`src/rtl/ssp_pkg.sv`:
```
// shared types, constants and helpers for the servo sweep pwm generator
`timescale 1ns / 1ps

package ssp_pkg;

    // field and register widths
    localparam int PERIOD_W   = 16;
    localparam int PULSE_W    = 12;
    localparam int HOLD_W     = 24;
    localparam int LEVEL_W    = 8;
    localparam int ANGLE_W    = 8;
    localparam int CFG_DATA_W = 24;
    localparam int CFG_IDX_W  = 2;

    // sweep geometry
    localparam int STEP_DEGREES = 30;
    localparam int MAX_LEVEL    = 6;
    localparam int MAX_ANGLE    = 180;

    // pulse step per degree: signed, |step| <= 4095 / 180
    localparam int STEP_W = 6;
    // high time min_pulse + step * angle, signed
    localparam int HIGH_W = 14;

    // divide by 180 through a reciprocal: exact for magnitudes below 4096
    localparam int RECIP_SHIFT = 20;
    localparam int RECIP_MUL   = (1 << RECIP_SHIFT) / MAX_ANGLE + 1;
    localparam int RECIP_PROD_W = PULSE_W + 13;
    localparam int QUOT_W = STEP_W - 1;

    // register reset values
    localparam int PERIOD_RST_I    = 20000;
    localparam int MIN_PULSE_RST_I = 544;
    localparam int MAX_PULSE_RST_I = 2440;
    localparam int HOLD_RST_I      = 3000000;
    localparam int STEP_RST_I      = (MAX_PULSE_RST_I - MIN_PULSE_RST_I) / MAX_ANGLE;

    localparam logic [PERIOD_W-1:0]  PERIOD_RST    = PERIOD_W'(PERIOD_RST_I);
    localparam logic [PULSE_W-1:0]   MIN_PULSE_RST = PULSE_W'(MIN_PULSE_RST_I);
    localparam logic [PULSE_W-1:0]   MAX_PULSE_RST = PULSE_W'(MAX_PULSE_RST_I);
    localparam logic [HOLD_W-1:0]    HOLD_RST      = HOLD_W'(HOLD_RST_I);
    localparam logic signed [STEP_W-1:0] STEP_RST  = STEP_W'(STEP_RST_I);

    // request codes
    localparam logic REQ_TICK = 1'b0;
    localparam logic REQ_CMD  = 1'b1;

    // register indexes
    typedef enum logic [CFG_IDX_W-1:0] {
        REG_PERIOD    = 2'd0,
        REG_MIN_PULSE = 2'd1,
        REG_MAX_PULSE = 2'd2,
        REG_HOLD      = 2'd3
    } cfg_reg_t;

    // configuration as seen by the sweep engine
    typedef struct packed {
        logic [PERIOD_W-1:0]       period_us;
        logic [PULSE_W-1:0]        min_pulse_us;
        logic [HOLD_W-1:0]         hold_us;
        logic signed [STEP_W-1:0]  step;
    } cfg_t;

    // one result item
    typedef struct packed {
        logic               pin_level;
        logic               busy_res;
        logic [ANGLE_W-1:0] angle_now;
    } res_t;

    // target angle for a command level, clipped at full travel
    function automatic logic [ANGLE_W-1:0] target_of(input logic [LEVEL_W-1:0] lvl);
        logic [15:0] prod;
        prod = 16'(STEP_DEGREES) * 16'(lvl);
        return (prod > 16'(MAX_ANGLE)) ? ANGLE_W'(MAX_ANGLE) : prod[ANGLE_W-1:0];
    endfunction

endpackage

```
`src/rtl/ssp_cfg.sv`:
```
// configuration registers and the registered pulse step per degree
`timescale 1ns / 1ps

module ssp_cfg (
    input  logic                         clk,
    input  logic                         rst_n,
    input  logic                         cfg_we,
    input  logic [ssp_pkg::CFG_IDX_W-1:0]  cfg_index,
    input  logic [ssp_pkg::CFG_DATA_W-1:0] cfg_data,
    output ssp_pkg::cfg_t                cfg
);
    import ssp_pkg::*;

    logic [PERIOD_W-1:0]      period_reg;
    logic [PULSE_W-1:0]       min_pulse_reg;
    logic [PULSE_W-1:0]       max_pulse_reg;
    logic [HOLD_W-1:0]        hold_reg;
    logic signed [STEP_W-1:0] step_reg;
    logic signed [STEP_W-1:0] step_next;

    logic signed [PULSE_W:0]   diff;
    logic [PULSE_W-1:0]        mag;
    logic [RECIP_PROD_W-1:0]   prod;
    logic [QUOT_W-1:0]         quot;

    // register writes
    always_ff @(posedge clk or negedge rst_n)
    begin
        if (!rst_n)
        begin
            period_reg    <= PERIOD_RST;
            min_pulse_reg <= MIN_PULSE_RST;
            max_pulse_reg <= MAX_PULSE_RST;
            hold_reg      <= HOLD_RST;
        end
        else if (cfg_we)
        begin
            case (cfg_reg_t'(cfg_index))
                REG_PERIOD:    period_reg    <= cfg_data[PERIOD_W-1:0];
                REG_MIN_PULSE: min_pulse_reg <= cfg_data[PULSE_W-1:0];
                REG_MAX_PULSE: max_pulse_reg <= cfg_data[PULSE_W-1:0];
                REG_HOLD:      hold_reg      <= cfg_data[HOLD_W-1:0];
                default:       period_reg    <= period_reg;
            endcase
        end
    end

    // (max - min) / 180, truncated toward zero
    always_comb
    begin
        diff = $signed({1'b0, max_pulse_reg}) - $signed({1'b0, min_pulse_reg});
        mag  = diff[PULSE_W] ? PULSE_W'(-diff) : diff[PULSE_W-1:0];
        prod = RECIP_PROD_W'(mag) * RECIP_PROD_W'(RECIP_MUL);
        quot = prod[RECIP_SHIFT +: QUOT_W];
        step_next = diff[PULSE_W] ? -$signed({1'b0, quot}) : $signed({1'b0, quot});
    end

    // step is registered from the pulse registers and follows them in the next cycle
    always_ff @(posedge clk or negedge rst_n)
    begin
        if (!rst_n)
        begin
            step_reg <= STEP_RST;
        end
        else
        begin
            step_reg <= step_next;
        end
    end

    assign cfg.period_us    = period_reg;
    assign cfg.min_pulse_us = min_pulse_reg;
    assign cfg.hold_us      = hold_reg;
    assign cfg.step         = step_reg;

endmodule

```
`src/rtl/ssp_engine.sv`:
```
// sweep state machine: phase, angle, period and hold counters, high time per angle
`timescale 1ns / 1ps

module ssp_engine (
    input  logic                         clk,
    input  logic                         rst_n,
    input  ssp_pkg::cfg_t                cfg,
    input  logic                         advance,
    input  logic                         req_type,
    input  logic [ssp_pkg::LEVEL_W-1:0]  level,
    output ssp_pkg::res_t                res
);
    import ssp_pkg::*;

    typedef enum logic [1:0] {
        PH_IDLE = 2'd0,
        PH_UP   = 2'd1,
        PH_HOLD = 2'd2,
        PH_DOWN = 2'd3
    } phase_t;

    phase_t                    phase_reg, phase_next;
    logic [ANGLE_W-1:0]        angle_reg, angle_next;
    logic [ANGLE_W-1:0]        target_reg, target_next;
    logic [PERIOD_W-1:0]       pcount_reg, pcount_next;
    logic [HOLD_W-1:0]         hcount_reg, hcount_next;

    logic [PERIOD_W:0]         pcount_inc;
    logic [HOLD_W-1:0]         hcount_inc;
    logic signed [HIGH_W-1:0]  step_ext;
    logic signed [HIGH_W-1:0]  angle_ext;
    logic signed [HIGH_W-1:0]  high_now;
    logic                      driving;

    // next state for the item in the input register
    always_comb
    begin
        phase_next  = phase_reg;
        angle_next  = angle_reg;
        target_next = target_reg;
        pcount_next = pcount_reg;
        hcount_next = hcount_reg;
        pcount_inc  = {1'b0, pcount_reg} + (PERIOD_W+1)'(1);
        hcount_inc  = hcount_reg + HOLD_W'(1);

        if (req_type == REQ_CMD)
        begin
            // a valid command only starts a sweep from idle
            if (phase_reg == PH_IDLE && (level inside {[1:MAX_LEVEL]}))
            begin
                target_next = target_of(level);
                angle_next  = '0;
                pcount_next = '0;
                hcount_next = '0;
                phase_next  = PH_UP;
            end
        end
        else
        begin
            case (phase_reg)
                PH_UP, PH_DOWN:
                begin
                    if (pcount_inc >= {1'b0, cfg.period_us})
                    begin
                        // end of one pwm period
                        pcount_next = '0;
                        if (phase_reg == PH_UP)
                        begin
                            if (angle_reg >= target_reg)
                            begin
                                hcount_next = '0;
                                phase_next  = (cfg.hold_us == '0) ? PH_DOWN : PH_HOLD;
                            end
                            else
                            begin
                                angle_next = angle_reg + ANGLE_W'(1);
                            end
                        end
                        else if (angle_reg == '0)
                        begin
                            phase_next = PH_IDLE;
                        end
                        else
                        begin
                            angle_next = angle_reg - ANGLE_W'(1);
                        end
                    end
                    else
                    begin
                        pcount_next = pcount_inc[PERIOD_W-1:0];
                    end
                end
                PH_HOLD:
                begin
                    hcount_next = hcount_inc;
                    if (hcount_inc >= cfg.hold_us)
                    begin
                        pcount_next = '0;
                        phase_next  = PH_DOWN;
                    end
                end
                default:
                begin
                    phase_next = phase_reg;
                end
            endcase
        end
    end

    // result from the state after this item; high time from the current registers,
    // a negative high time keeps the pin low
    always_comb
    begin
        step_ext      = HIGH_W'(cfg.step);
        angle_ext     = $signed({{(HIGH_W-ANGLE_W){1'b0}}, angle_next});
        high_now      = $signed({2'b00, cfg.min_pulse_us}) + step_ext * angle_ext;
        driving       = (phase_next == PH_UP) || (phase_next == PH_DOWN);
        res.pin_level = driving && !high_now[HIGH_W-1]
                        && (pcount_next < PERIOD_W'(high_now[HIGH_W-2:0]));
        res.busy_res  = (phase_next != PH_IDLE);
        res.angle_now = angle_next;
    end

    // state registers
    always_ff @(posedge clk or negedge rst_n)
    begin
        if (!rst_n)
        begin
            phase_reg  <= PH_IDLE;
            angle_reg  <= '0;
            target_reg <= '0;
            pcount_reg <= '0;
            hcount_reg <= '0;
        end
        else if (advance)
        begin
            phase_reg  <= phase_next;
            angle_reg  <= angle_next;
            target_reg <= target_next;
            pcount_reg <= pcount_next;
            hcount_reg <= hcount_next;
        end
    end

endmodule

```
`src/rtl/servo_sweep_pwm_generator.sv`:
```
// top level of the servo sweep pwm generator: handshake, input and result registers
`timescale 1ns / 1ps

// Each input item is either a one-microsecond tick or a sweep command. An item
// is taken into an input register, the sweep state is updated from it once the
// result register can take its result, and that result lands in the output
// register, so each item passes the input register and then the result register.
// One item is accepted every cycle as long as results are drained, since the
// whole state update (period and hold counters, angle, high time for the angle)
// is one combinational step; a waiting result that is not taken holds the item
// in the input register and blocks the next one. The pulse step per degree is
// derived from the pulse registers through a registered divide-by-180, so it
// follows a configuration write in the next cycle.

module servo_sweep_pwm_generator (
    input  logic                           clk,
    input  logic                           rst_n,
    // configuration
    input  logic                           cfg_we,
    input  logic [ssp_pkg::CFG_IDX_W-1:0]  cfg_index,
    input  logic [ssp_pkg::CFG_DATA_W-1:0] cfg_data,
    // input items
    input  logic                           in_valid,
    output logic                           in_ready,
    input  logic                           req_type,
    input  logic [ssp_pkg::LEVEL_W-1:0]    level,
    // result items
    output logic                           out_valid,
    input  logic                           out_ready,
    output logic                           pin_level,
    output logic                           busy_res,
    output logic [ssp_pkg::ANGLE_W-1:0]    angle_now
);
    import ssp_pkg::*;

    cfg_t               cfg;
    res_t               res;

    logic               stage_valid_reg;
    logic               req_type_reg;
    logic [LEVEL_W-1:0] level_reg;
    logic               out_valid_reg;
    res_t               out_reg;
    logic               advance;

    // the item in the input register moves on when the result register frees up
    assign advance  = stage_valid_reg && (!out_valid_reg || out_ready);
    assign in_ready = !stage_valid_reg || advance;

    ssp_cfg u_cfg (
        .clk       (clk),
        .rst_n     (rst_n),
        .cfg_we    (cfg_we),
        .cfg_index (cfg_index),
        .cfg_data  (cfg_data),
        .cfg       (cfg)
    );

    ssp_engine u_engine (
        .clk      (clk),
        .rst_n    (rst_n),
        .cfg      (cfg),
        .advance  (advance),
        .req_type (req_type_reg),
        .level    (level_reg),
        .res      (res)
    );

    // input register control
    always_ff @(posedge clk or negedge rst_n)
    begin
        if (!rst_n)
        begin
            stage_valid_reg <= 1'b0;
        end
        else if (in_ready)
        begin
            stage_valid_reg <= in_valid;
        end
    end

    // input register payload
    always_ff @(posedge clk)
    begin
        if (in_valid && in_ready)
        begin
            req_type_reg <= req_type;
            level_reg    <= level;
        end
    end

    // result register control
    always_ff @(posedge clk or negedge rst_n)
    begin
        if (!rst_n)
        begin
            out_valid_reg <= 1'b0;
        end
        else if (advance)
        begin
            out_valid_reg <= 1'b1;
        end
        else if (out_ready)
        begin
            out_valid_reg <= 1'b0;
        end
    end

    // result register payload
    always_ff @(posedge clk)
    begin
        if (advance)
        begin
            out_reg <= res;
        end
    end

    assign out_valid = out_valid_reg;
    assign pin_level = out_reg.pin_level;
    assign busy_res  = out_reg.busy_res;
    assign angle_now = out_reg.angle_now;

endmodule

```
`config.mk`:
```
export PLATFORM = sky130hd
export DESIGN_NAME = servo_sweep_pwm_generator
export DESIGN_NICKNAME = d
export VERILOG_FILES = /design/src/rtl/ssp_pkg.sv /design/src/rtl/ssp_cfg.sv /design/src/rtl/ssp_engine.sv /design/src/rtl/servo_sweep_pwm_generator.sv
export SDC_FILE = /design/constraint.sdc
export NUM_CORES = 1
export LEC_CHECK = 0
export ABC_AREA = 0
export BUFFER_PORTS_ARGS = -buffer_cell sky130_fd_sc_hd__buf_2
export CORE_ASPECT_RATIO = 0.9
export CORE_MARGIN = 1.5
export CORE_UTILIZATION = 45
export CTS_CLUSTER_SIZE = 14
export DETAILED_ROUTE_END_ITERATION = 6
export GPL_TIMING_DRIVEN = 0
export PLACE_DENSITY = 0.66
export SLEW_MARGIN = 20
export SYNTH_ARGS = -nofsm -noshare
export SYNTH_HDL_FRONTEND = slang
export SYNTH_HIERARCHICAL = 1
export SYNTH_SLANG_ARGS = --single-unit
```
`constraint.sdc`:
```
create_clock -name clk -period 12.2 [get_ports clk]
set_input_delay 2.44 -clock clk [delete_from_list [all_inputs] [get_ports clk]]
set_output_delay 2.44 -clock clk [all_outputs]
set_load 0.01 [all_outputs]
```
* Word-level counts from Yosys, hierarchy flattened
Index checks and enable logic that the tools add are counted.
** Storage, ports and cells
- Flip-flop bits (word level) :: 149
- Input port bits :: 40
- Output and inout port bits :: 12
- Word-level logic and storage cells :: 105
** Cells by class
- $add $sub $neg :: 8
- Multipliers :: 3
- Magnitude comparators :: 7
- Equal/unequal tests :: 12
- Mux-type cells :: 32
- Reductions and logical operators :: 26
** Operators by type and width (count)
- 24-bit 2-to-1 mux :: 5
- 16-bit 2-to-1 mux :: 4
- 8-bit 2-to-1 mux :: 8
- 24-bit case mux with 2 select lines :: 1
- 16-bit case mux with 2 select lines :: 1
- 24-bit by 1-bit adder with 24-bit output, second input constant :: 1
- 24-bit greater-or-equal comparator :: 1
- 24-bit logical NOT :: 1
- 12-bit by 12-bit multiplier with 24-bit output, second input constant :: 1
- 16-bit by 1-bit adder with 17-bit output, second input constant :: 1
- 17-bit by 16-bit greater-or-equal comparator with 1-bit output :: 1
- 16-bit by 13-bit less-than comparator with 1-bit output :: 1
- 13-bit by 14-bit adder with 14-bit output :: 1
- 6-bit by 9-bit multiplier with 14-bit output :: 1
- 2-bit 2-to-1 mux :: 7
- 13-bit by 8-bit greater-than comparator with 1-bit output, second input constant :: 1
- 12-bit by 12-bit subtractor with 13-bit output :: 1
- 4-bit by 8-bit multiplier with 12-bit output, first input constant :: 1
- 12-bit 2-to-1 mux :: 1
- 12-bit negation :: 1
- 2-bit equality test, second input constant :: 5
- 3-bit by 2-bit inequality test with 1-bit output, second input constant :: 3
- 8-bit by 1-bit adder with 8-bit output, second input constant :: 1
- 8-bit by 1-bit greater-or-equal comparator with 1-bit output, second input constant :: 1
- other kinds (20) :: 38

* Depth between registers and ports, before layout
Gate-level depths: netlist (run 1).
- Depth after elaboration :: 11
- Depth in mapped cells :: 41
- Depth with buffers taken out :: 38

* Cells and area by module
The synthesis (run 1) kept the hierarchy.
** Modules (own cells, without submodules)
- ssp_engine :: instances 1, cells an instance 975, area each 8199.1 µm², sequential area each 1426.4 µm²
- ssp_cfg :: instances 1, cells an instance 516, area each 5741.8 µm², sequential area each 1780.5 µm²
- servo_sweep_pwm_generator :: instances 1, cells an instance 27, area each 674.4 µm², sequential area each 620.6 µm²

* Least setup slack after synthesis (run 1)
No wires, ideal clock.
- Kind :: register -> register
- Start :: reg u_engine.pcount_reg[0]
- End :: reg out_reg (netlist bit pin_level) (data pin)
- Library setup time :: 0.207 ns
- Arrival time :: 8.318 ns
- Required time :: 11.993 ns
- Setup slack :: 3.675 ns
- Cell stages (with the launch flop) :: 40
- Path buffers :: 1
- Clock period less this slack :: 8.525 ns
- Path through :: dfrtp_1 -> ha_1 -> and3_4 -> nand3_1 -> nor3_1 -> xor2_1 -> ha_1 -> a21o_1 -> a21oi_1 -> o221ai_1 -> or4_4 -> buf_6 -> nand3_2 -> nor3_1 -> a211oi_2 -> nor2b_1 -> fa_1 -> inv_1 -> [4 not listed] -> fa_1 -> inv_1 -> ha_1 -> a21oi_1 -> o21bai_1 -> a21oi_1 -> o21ai_0 -> a21o_1 -> a21oi_1 -> xor2_1 -> ha_1 -> and3_1 -> nand3_1 -> o22ai_1 -> a211oi_1 -> o21ai_0 -> a31o_2 -> a2111oi_0
** RTL lines
- start, declared :: line ssp_engine.sv:25 : logic [PERIOD_W-1:0] pcount_reg, pcount_next;
- start signal, assigned :: line ssp_engine.sv:140 : pcount_reg <= pcount_next;
- end signal, assigned :: line servo_sweep_pwm_generator.sv:114 : out_reg <= res;
- end, declared :: line servo_sweep_pwm_generator.sv:43 : res_t out_reg;

==> results by group, run 1 <==
Outcome
  • Run status: finished clean

Yosys
  • Mapped Cells: 1518
  • Sequential cell area fraction in the yosys report: 0.2619
  • Number of distinct library cell variants in the gate-level netlist after synthesis: 92
  • Synth Register Bits: 148
  • Fraction of post-synthesis cell area in the top cell type by area: 0.1815
  • Number of synthesized flops with an enable pin: 19
  • Syn avg cell area: 9.628 µm²
  • Most frequently used flop master after synthesis: sky130_fd_sc_hd__dfrtp_1
  • Yosys warning count: 6
  • Post-synthesis cell type with the largest combined area: sky130_fd_sc_hd__dfrtp_1
  • Dominant cells by area after synthesis: sky130_fd_sc_hd__dfrtp_1 18%, sky130_fd_sc_hd__ha_1 17%, sky130_fd_sc_hd__fa_1 11%
  • Mapped Nets: 1840
  • Post-synth design cell area: 14620 µm²
  • Async SR Flop Fraction: 0.8716

Floorplanning
  • IO Count: 52
  • Die area: 33570 µm²
  • Row count: 62
  • Overall die width: 193.0 µm
  • Area inside the core boundary: 31960 µm²
  • Die height: 174.0 µm
  • Initial Utilization: 0.4573

Job
  • Max-cap violation count: 0

Clock network
  • Clock root cell: sky130_fd_sc_hd__clkbuf_16
  • TritonCTS clock tree: yes
  • Hold-fix buffers at CTS: 0
  • Clock tree buffer depth: 2
  • CTS buffer count: 17
  • Post-CTS setup repair buffer count: 0
  • H-tree depth: 4
  • Clk Latency, worst-skew pair: 0.43 ns
  • Number of clock sinks: 148
  • Clock-pin slew on the worst setup and hold paths: 0.07 ns
  • Number of instances resized during post-cts repair: 0

Place
  • Gpl congestion: 0.8678
  • Port bufs: 51
  • Placed standard-cell area: 15440 µm²
  • Half-perimeter wire length after detailed placement: 28580 µm

STA
  • Transition at the pin with the smallest max-transition slack: 0.9979 ns
  • Number of slew-limit violations in the final report: 0
  • Maximum frequency from static timing analysis: 93.86 MHz
  • Number of hold-slack violations in the final timing report: 0
  • Final-report setup violation count: 0
  • Unrepaired setup endpoints after global routing: no
  • Setup total negative slack: 0 ns
  • Final critical path time including I/O delays and setup: 10.65 ns
  • Headroom to the max-slew limit: 0.3175
  • Worst Hold Slack: 0.5048 ns
  • Post-Route Skew: 0.01262 ns
  • Post-route fraction of the period consumed by the critical path: 0.8733

Cells and area
  • Util after Layout: 0.5019
  • Layout cell share with drive strength beyond 1: 0.1447
  • Post-route cell area: 16040 µm²
  • Layout filler cell count: 2950
  • Most frequent standard cell in the layout excluding fill and tap cells: sky130_fd_sc_hd__ha_1
  • Sequential Area: 3827 µm²
  • Highest-count cells in the layout ignoring fill and taps: 204 x sky130_fd_sc_hd__ha_1, 200 x sky130_fd_sc_hd__inv_1, 106 x sky130_fd_sc_hd__dfrtp_1
  • Layout-stage area growth over the synthesis result: 9.759%
  • Antenna Cells: 0
  • NumNets Final: 1912
  • Total area of multi-input combinational cells: 9851 µm²

Hold path
  • Hold WC Path Type: flip-flop to flip-flop

Worst setup path
  • Startpoint type of the worst setup path: flip-flop
  • CP Capture Type: flip-flop
  • Required time of the critical path: 12.29 ns
  • Critical Path Slowest Stage Cell: sky130_fd_sc_hd__a2111oi_0
  • Startpoint-to-endpoint class of the critical path: flip-flop to flip-flop
  • Arr. time, crit path: 10.74 ns
  • Largest fanout on the critical path: 10
  • Delay contributed by the slowest stage of the critical path: 0.87 ns

GRT
  • Gr usage total: 0.2250
  • Vias in the first global route: 11370
  • Total global routing overflow: 0
  • Initial antenna violation count: 0
  • Pin count of the biggest net entering global routing: 76
  • Wire length of the first global-routing pass: 59570 µm

Detailed routing
  • Vias after detailed routing: 11390
  • Residual antenna-violating net count after detailed routing: 0
  • # DRC: 0
  • Detailed-routing iteration count for the pre-antenna-repair pass: 6
  • Total wire length: 35790 µm
  • Starting DRC count in detailed routing: 965
  • Vias/cell: 5.639
  • Routed wirelength normalized by instance count: 17.73 µm
path summary, 6_finish.rpt:
kind / start / to / slack (ns) / cells after the start
max in group asynchronous: rst_n / u_cfg/hold_reg[15] / 9.50 / 2
worst max register to register: u_engine/pcount_reg[0] / pin_level / 1.55 / 39
worst min-delay path: u_engine/hcount_reg[23] / u_engine/hcount_reg[23] / 0.50 / 1
worst min register to register: u_engine/hcount_reg[23] / u_engine/hcount_reg[23] / 0.50 / 1
worst max-delay path: u_engine/pcount_reg[0] / pin_level / 1.55 / 39
min in group asynchronous: rst_n / u_engine/pcount_reg[5] / 1.93 / 1
layout make-up:
class,count,area share
repair buffers,53,0.01872
clock inverters,11,0.006474
flip-flops and latches,148,0.2386
plain buffers,38,0.01178
multi-input cells,1130,0.6141
well taps,416,0.03245
inverters,202,0.04727
clock buffers,21,0.03065
Yosys cell counts, drive strengths merged, types with 12 or more instances:
master / instances
nand2: 91
and3: 20
edfxtp: 19
ha: 204
a21oi: 67
dfrtp: 106
nor4: 12
and2: 33
xnor2: 43
o31ai: 13
nand3: 44
a22o: 27
a21o: 25
inv: 201
fa: 78
nand2b: 16
o21ai: 71
nand4: 18
nor2b: 28
xor2: 37
mux2: 66
nor3: 32
nor2: 70
clkbuf: 28
a31oi: 19
dfstp: 23
logic make-up (layout without fill, tap and decap cells):
| logic type | count (synthesis) | after routing | share of synthesized area |
|---|---|---|---|
| and+or+nand+nor | 400 | 400 | 0.1467 |
| DFF | 148 | 148 | 0.2619 |
| buffers and inverters | 240 | 325 | 0.06480 |
| adders and majority gates | 282 | 282 | 0.2815 |
| AOI/OAI and AO/OA | 296 | 296 | 0.1385 |
| xor gates and xnor gates | 81 | 81 | 0.05060 |
| muxes | 71 | 71 | 0.05599 |
per-layer routing:
metal / up-vias / global-route usage / part of all wire
li1: 5450 / - / -
met1: 5620 / 0.3351 / 0.49
met2: 292 / 0.3450 / 0.45
met3: 23 / 0.03553 / 0.051
met4: 0 / 0.04487 / 0.011
met5: - / 0 / 0
worst max-delay path, delay by kind of cell, from the launching register on:
family	cells	cell delay, ns
buffers and inverters	5	0.38
AOI/OAI and AO/OA	15	3.81
adders and majority gates	8	3.28
DFF	1	0.52
and+or+nand+nor	9	1.78
xor gates and xnor gates	2	0.54
per-stage QoR:
stage | worst slack [ns] | std cells
after floorplan | 3.675 | 1518
after global placement | 1.862 | 1985
after detailed placement | 1.777 | 1987
after CTS | 1.694 | 2019
after global routing | 0.9807 | 2019
final | 1.545 | 2019
Power of run 1 is not shown: default switching activity piles up to over one toggle a cycle in this logic, so the estimate is an artifact.
==> run 2, diff against run 1 <==
--- a/config.mk
+++ b/config.mk
@@ -17,5 +17,4 @@
 export SLEW_MARGIN = 20
 export SYNTH_ARGS = -nofsm -noshare
 export SYNTH_HDL_FRONTEND = slang
-export SYNTH_HIERARCHICAL = 1
 export SYNTH_SLANG_ARGS = --single-unit
==> results by group, run 2 <==
STA
  • Unrepaired setup endpoints after global routing: no
  • Post-Route Skew: 0.01844 ns
  • Number of slew-limit violations in the final report: 0
  • Transition at the pin with the smallest max-transition slack: 1.034 ns
  • Final-report setup violation count: 0
  • Headroom to the max-slew limit: 0.3049
  • Post-route fraction of the period consumed by the critical path: 0.8729
  • Maximum frequency from static timing analysis: 93.91 MHz
  • Setup total negative slack: 0 ns
  • Final critical path time including I/O delays and setup: 10.65 ns
  • Number of hold-slack violations in the final timing report: 0

Detailed routing
  • Detailed-routing iteration count for the pre-antenna-repair pass: 5
  • Starting DRC count in detailed routing: 656
  • Vias after detailed routing: 11090
  • Routed wirelength normalized by instance count: 17.30 µm
  • Residual antenna-violating net count after detailed routing: 0
  • Vias/cell: 5.577
  • Total wire length: 34410 µm
  • # DRC: 0

Clock network
  • Clock root cell: sky130_fd_sc_hd__clkbuf_16
  • H-tree depth: 4
  • Clk Latency, worst-skew pair: 0.44 ns
  • Post-CTS setup repair buffer count: 0
  • Hold-fix buffers at CTS: 0
  • Number of instances resized during post-cts repair: 0
  • Clock tree buffer depth: 2
  • Clock-pin slew on the worst setup and hold paths: 0.07 ns
  • Number of clock sinks: 148
  • CTS buffer count: 17
  • TritonCTS clock tree: yes

Floorplanning
  • Row count: 61
  • Die area: 32490 µm²
  • Area inside the core boundary: 30910 µm²
  • Die height: 171.2 µm
  • Overall die width: 189.8 µm
  • IO Count: 52
  • Initial Utilization: 0.4574

GRT
  • Vias in the first global route: 11200
  • Wire length of the first global-routing pass: 57820 µm
  • Pin count of the biggest net entering global routing: 100
  • Total global routing overflow: 0
  • Initial antenna violation count: 0
  • Gr usage total: 0.2253

Worst setup path
  • Delay contributed by the slowest stage of the critical path: 0.55 ns
  • Cell class contributing the biggest share of worst-path delay: compound AO/OA/AOI/OAI gates
  • Startpoint-to-endpoint class of the critical path: flip-flop to flip-flop
  • Count of buffering cells on the critical path with inverters included: 5
  • Largest fanout on the critical path: 10
  • Critical Path Slowest Stage Cell: sky130_fd_sc_hd__o211ai_1
  • Arr. time, crit path: 10.85 ns
  • Startpoint type of the worst setup path: flip-flop
  • Required time of the critical path: 12.41 ns
  • CP Capture Type: flip-flop

Yosys
  • Mapped Cells: 1496
  • Sequential cell area fraction in the yosys report: 0.2707
  • Post-synth design cell area: 14140 µm²
  • Synth Register Bits: 148
  • Number of synthesized flops with an enable pin: 19
  • Fraction of post-synthesis cell area in the top cell type by area: 0.1876
  • Most frequently used flop master after synthesis: sky130_fd_sc_hd__dfrtp_1
  • Post-synthesis cell type with the largest combined area: sky130_fd_sc_hd__dfrtp_1
  • Syn avg cell area: 9.450 µm²
  • Synth cell count leaders: 203 x sky130_fd_sc_hd__ha_1, 178 x sky130_fd_sc_hd__inv_1, 111 x sky130_fd_sc_hd__nand2_1, 106 x sky130_fd_sc_hd__dfrtp_1, 86 x sky130_fd_sc_hd__o21ai_0
  • Dominant cells by area after synthesis: sky130_fd_sc_hd__dfrtp_1 19%, sky130_fd_sc_hd__ha_1 18%, sky130_fd_sc_hd__fa_1 11%
  • Yosys warning count: 0
  • Async SR Flop Fraction: 0.8716
  • Mapped Nets: 1819
  • Number of distinct library cell variants in the gate-level netlist after synthesis: 72
  • Most used standard cell by instance count after synthesis: sky130_fd_sc_hd__ha_1

Place
  • Gpl congestion: 0.9211
  • Half-perimeter wire length after detailed placement: 27430 µm
  • Port bufs: 51

Cells and area
  • Sequential Area: 3827 µm²
  • Antenna Cells: 0
  • Total area of multi-input combinational cells: 9458 µm²
  • Highest-count cells in the layout ignoring fill and taps: 203 x sky130_fd_sc_hd__ha_1, 178 x sky130_fd_sc_hd__inv_1, 111 x sky130_fd_sc_hd__nand2_1
  • NumNets Final: 1890
  • Layout filler cell count: 2887
  • Layout cell share with drive strength beyond 1: 0.1063
  • Layout-stage area growth over the synthesis result: 9.691%
  • Most frequent standard cell in the layout excluding fill and tap cells: sky130_fd_sc_hd__ha_1

Hold path
  • Hold WC Path Type: flip-flop to flip-flop

Job
  • Max-cap violation count: 0

Outcome
  • Run status: finished clean
==> run 2: changes by cell type in the layout (fill, tap and decap cells not counted), moves of 6 or more <==
cell                       delta
sky130_fd_sc_hd__inv_1       -22
sky130_fd_sc_hd__o21ai_0     +21
sky130_fd_sc_hd__nand2_1     +20
sky130_fd_sc_hd__nor2b_1     -20
sky130_fd_sc_hd__clkbuf_1    +16
sky130_fd_sc_hd__mux2_2      -14
sky130_fd_sc_hd__a31oi_1     -11
sky130_fd_sc_hd__and3_1      +11
sky130_fd_sc_hd__a21o_1       +7
sky130_fd_sc_hd__a22o_1       -7
sky130_fd_sc_hd__buf_6        -6
==> run 2: final cells by class <==
type / count / share of cell area
Tap cell: 409 / 0.03300
Sequential cell: 148 / 0.2468
Inverter: 179 / 0.04333
Timing Repair Buffer: 52 / 0.01888
Multi-Input combinational cell: 1121 / 0.6099
Buffer: 48 / 0.01170
Clock buffer: 21 / 0.03034
Clock inverter: 11 / 0.006051
==> run 2: layer usage <==
metal  GRT usage  part of all wire  vias up
met5           0                 0        -
met3     0.03262             0.041       35
li1            -                 -     5370
met4     0.05763             0.015        0
met1      0.3263              0.50     5447
met2      0.3518              0.44      241
==> run 2: cell families after synthesis <==
family / Yosys count / synth area share
buffers and inverters: 227 / 0.06027
adder cells (fa/ha/maj): 283 / 0.2929
AND/OR/NAND/NOR: 397 / 0.1397
flip-flops: 148 / 0.2707
multiplexers: 56 / 0.04425
AO/OA/AOI/OAI: 307 / 0.1437
XOR/XNOR: 78 / 0.04832
==> run 2: final timing paths <==
path / startpoint / cells after the start / endpoint / slack (ns)
min in group asynchronous: rst_n / 1 / u_engine.target_reg[4] / 1.87
setup / recovery: u_engine.pcount_reg[2] / 43 / pin_level / 1.55
setup reg to reg: u_engine.pcount_reg[2] / 43 / pin_level / 1.55
hold / removal: stage_valid_reg / 1 / out_valid / 0.49
hold reg to reg: stage_valid_reg / 1 / out_valid / 0.49
max in group asynchronous: rst_n / 2 / u_cfg.period_reg[14] / 9.51
==> run 2: stage by stage <==
stage	worst slack (ns)	instances	utilization	hold slack, ns	cell area, µm²
after floorplan	3.643	1496	-	0.4551	14140
after global placement	1.850	1956	0.4822	0.4648	14900
after detailed placement	1.682	1957	0.4834	0.4806	14940
after CTS	1.657	1989	0.5016	0.4960	15510
after global routing	0.7845	1989	0.5017	0.5225	15510
final	1.551	1989	0.5017	0.4916	15510
Power of run 2 is left out for the same reason.
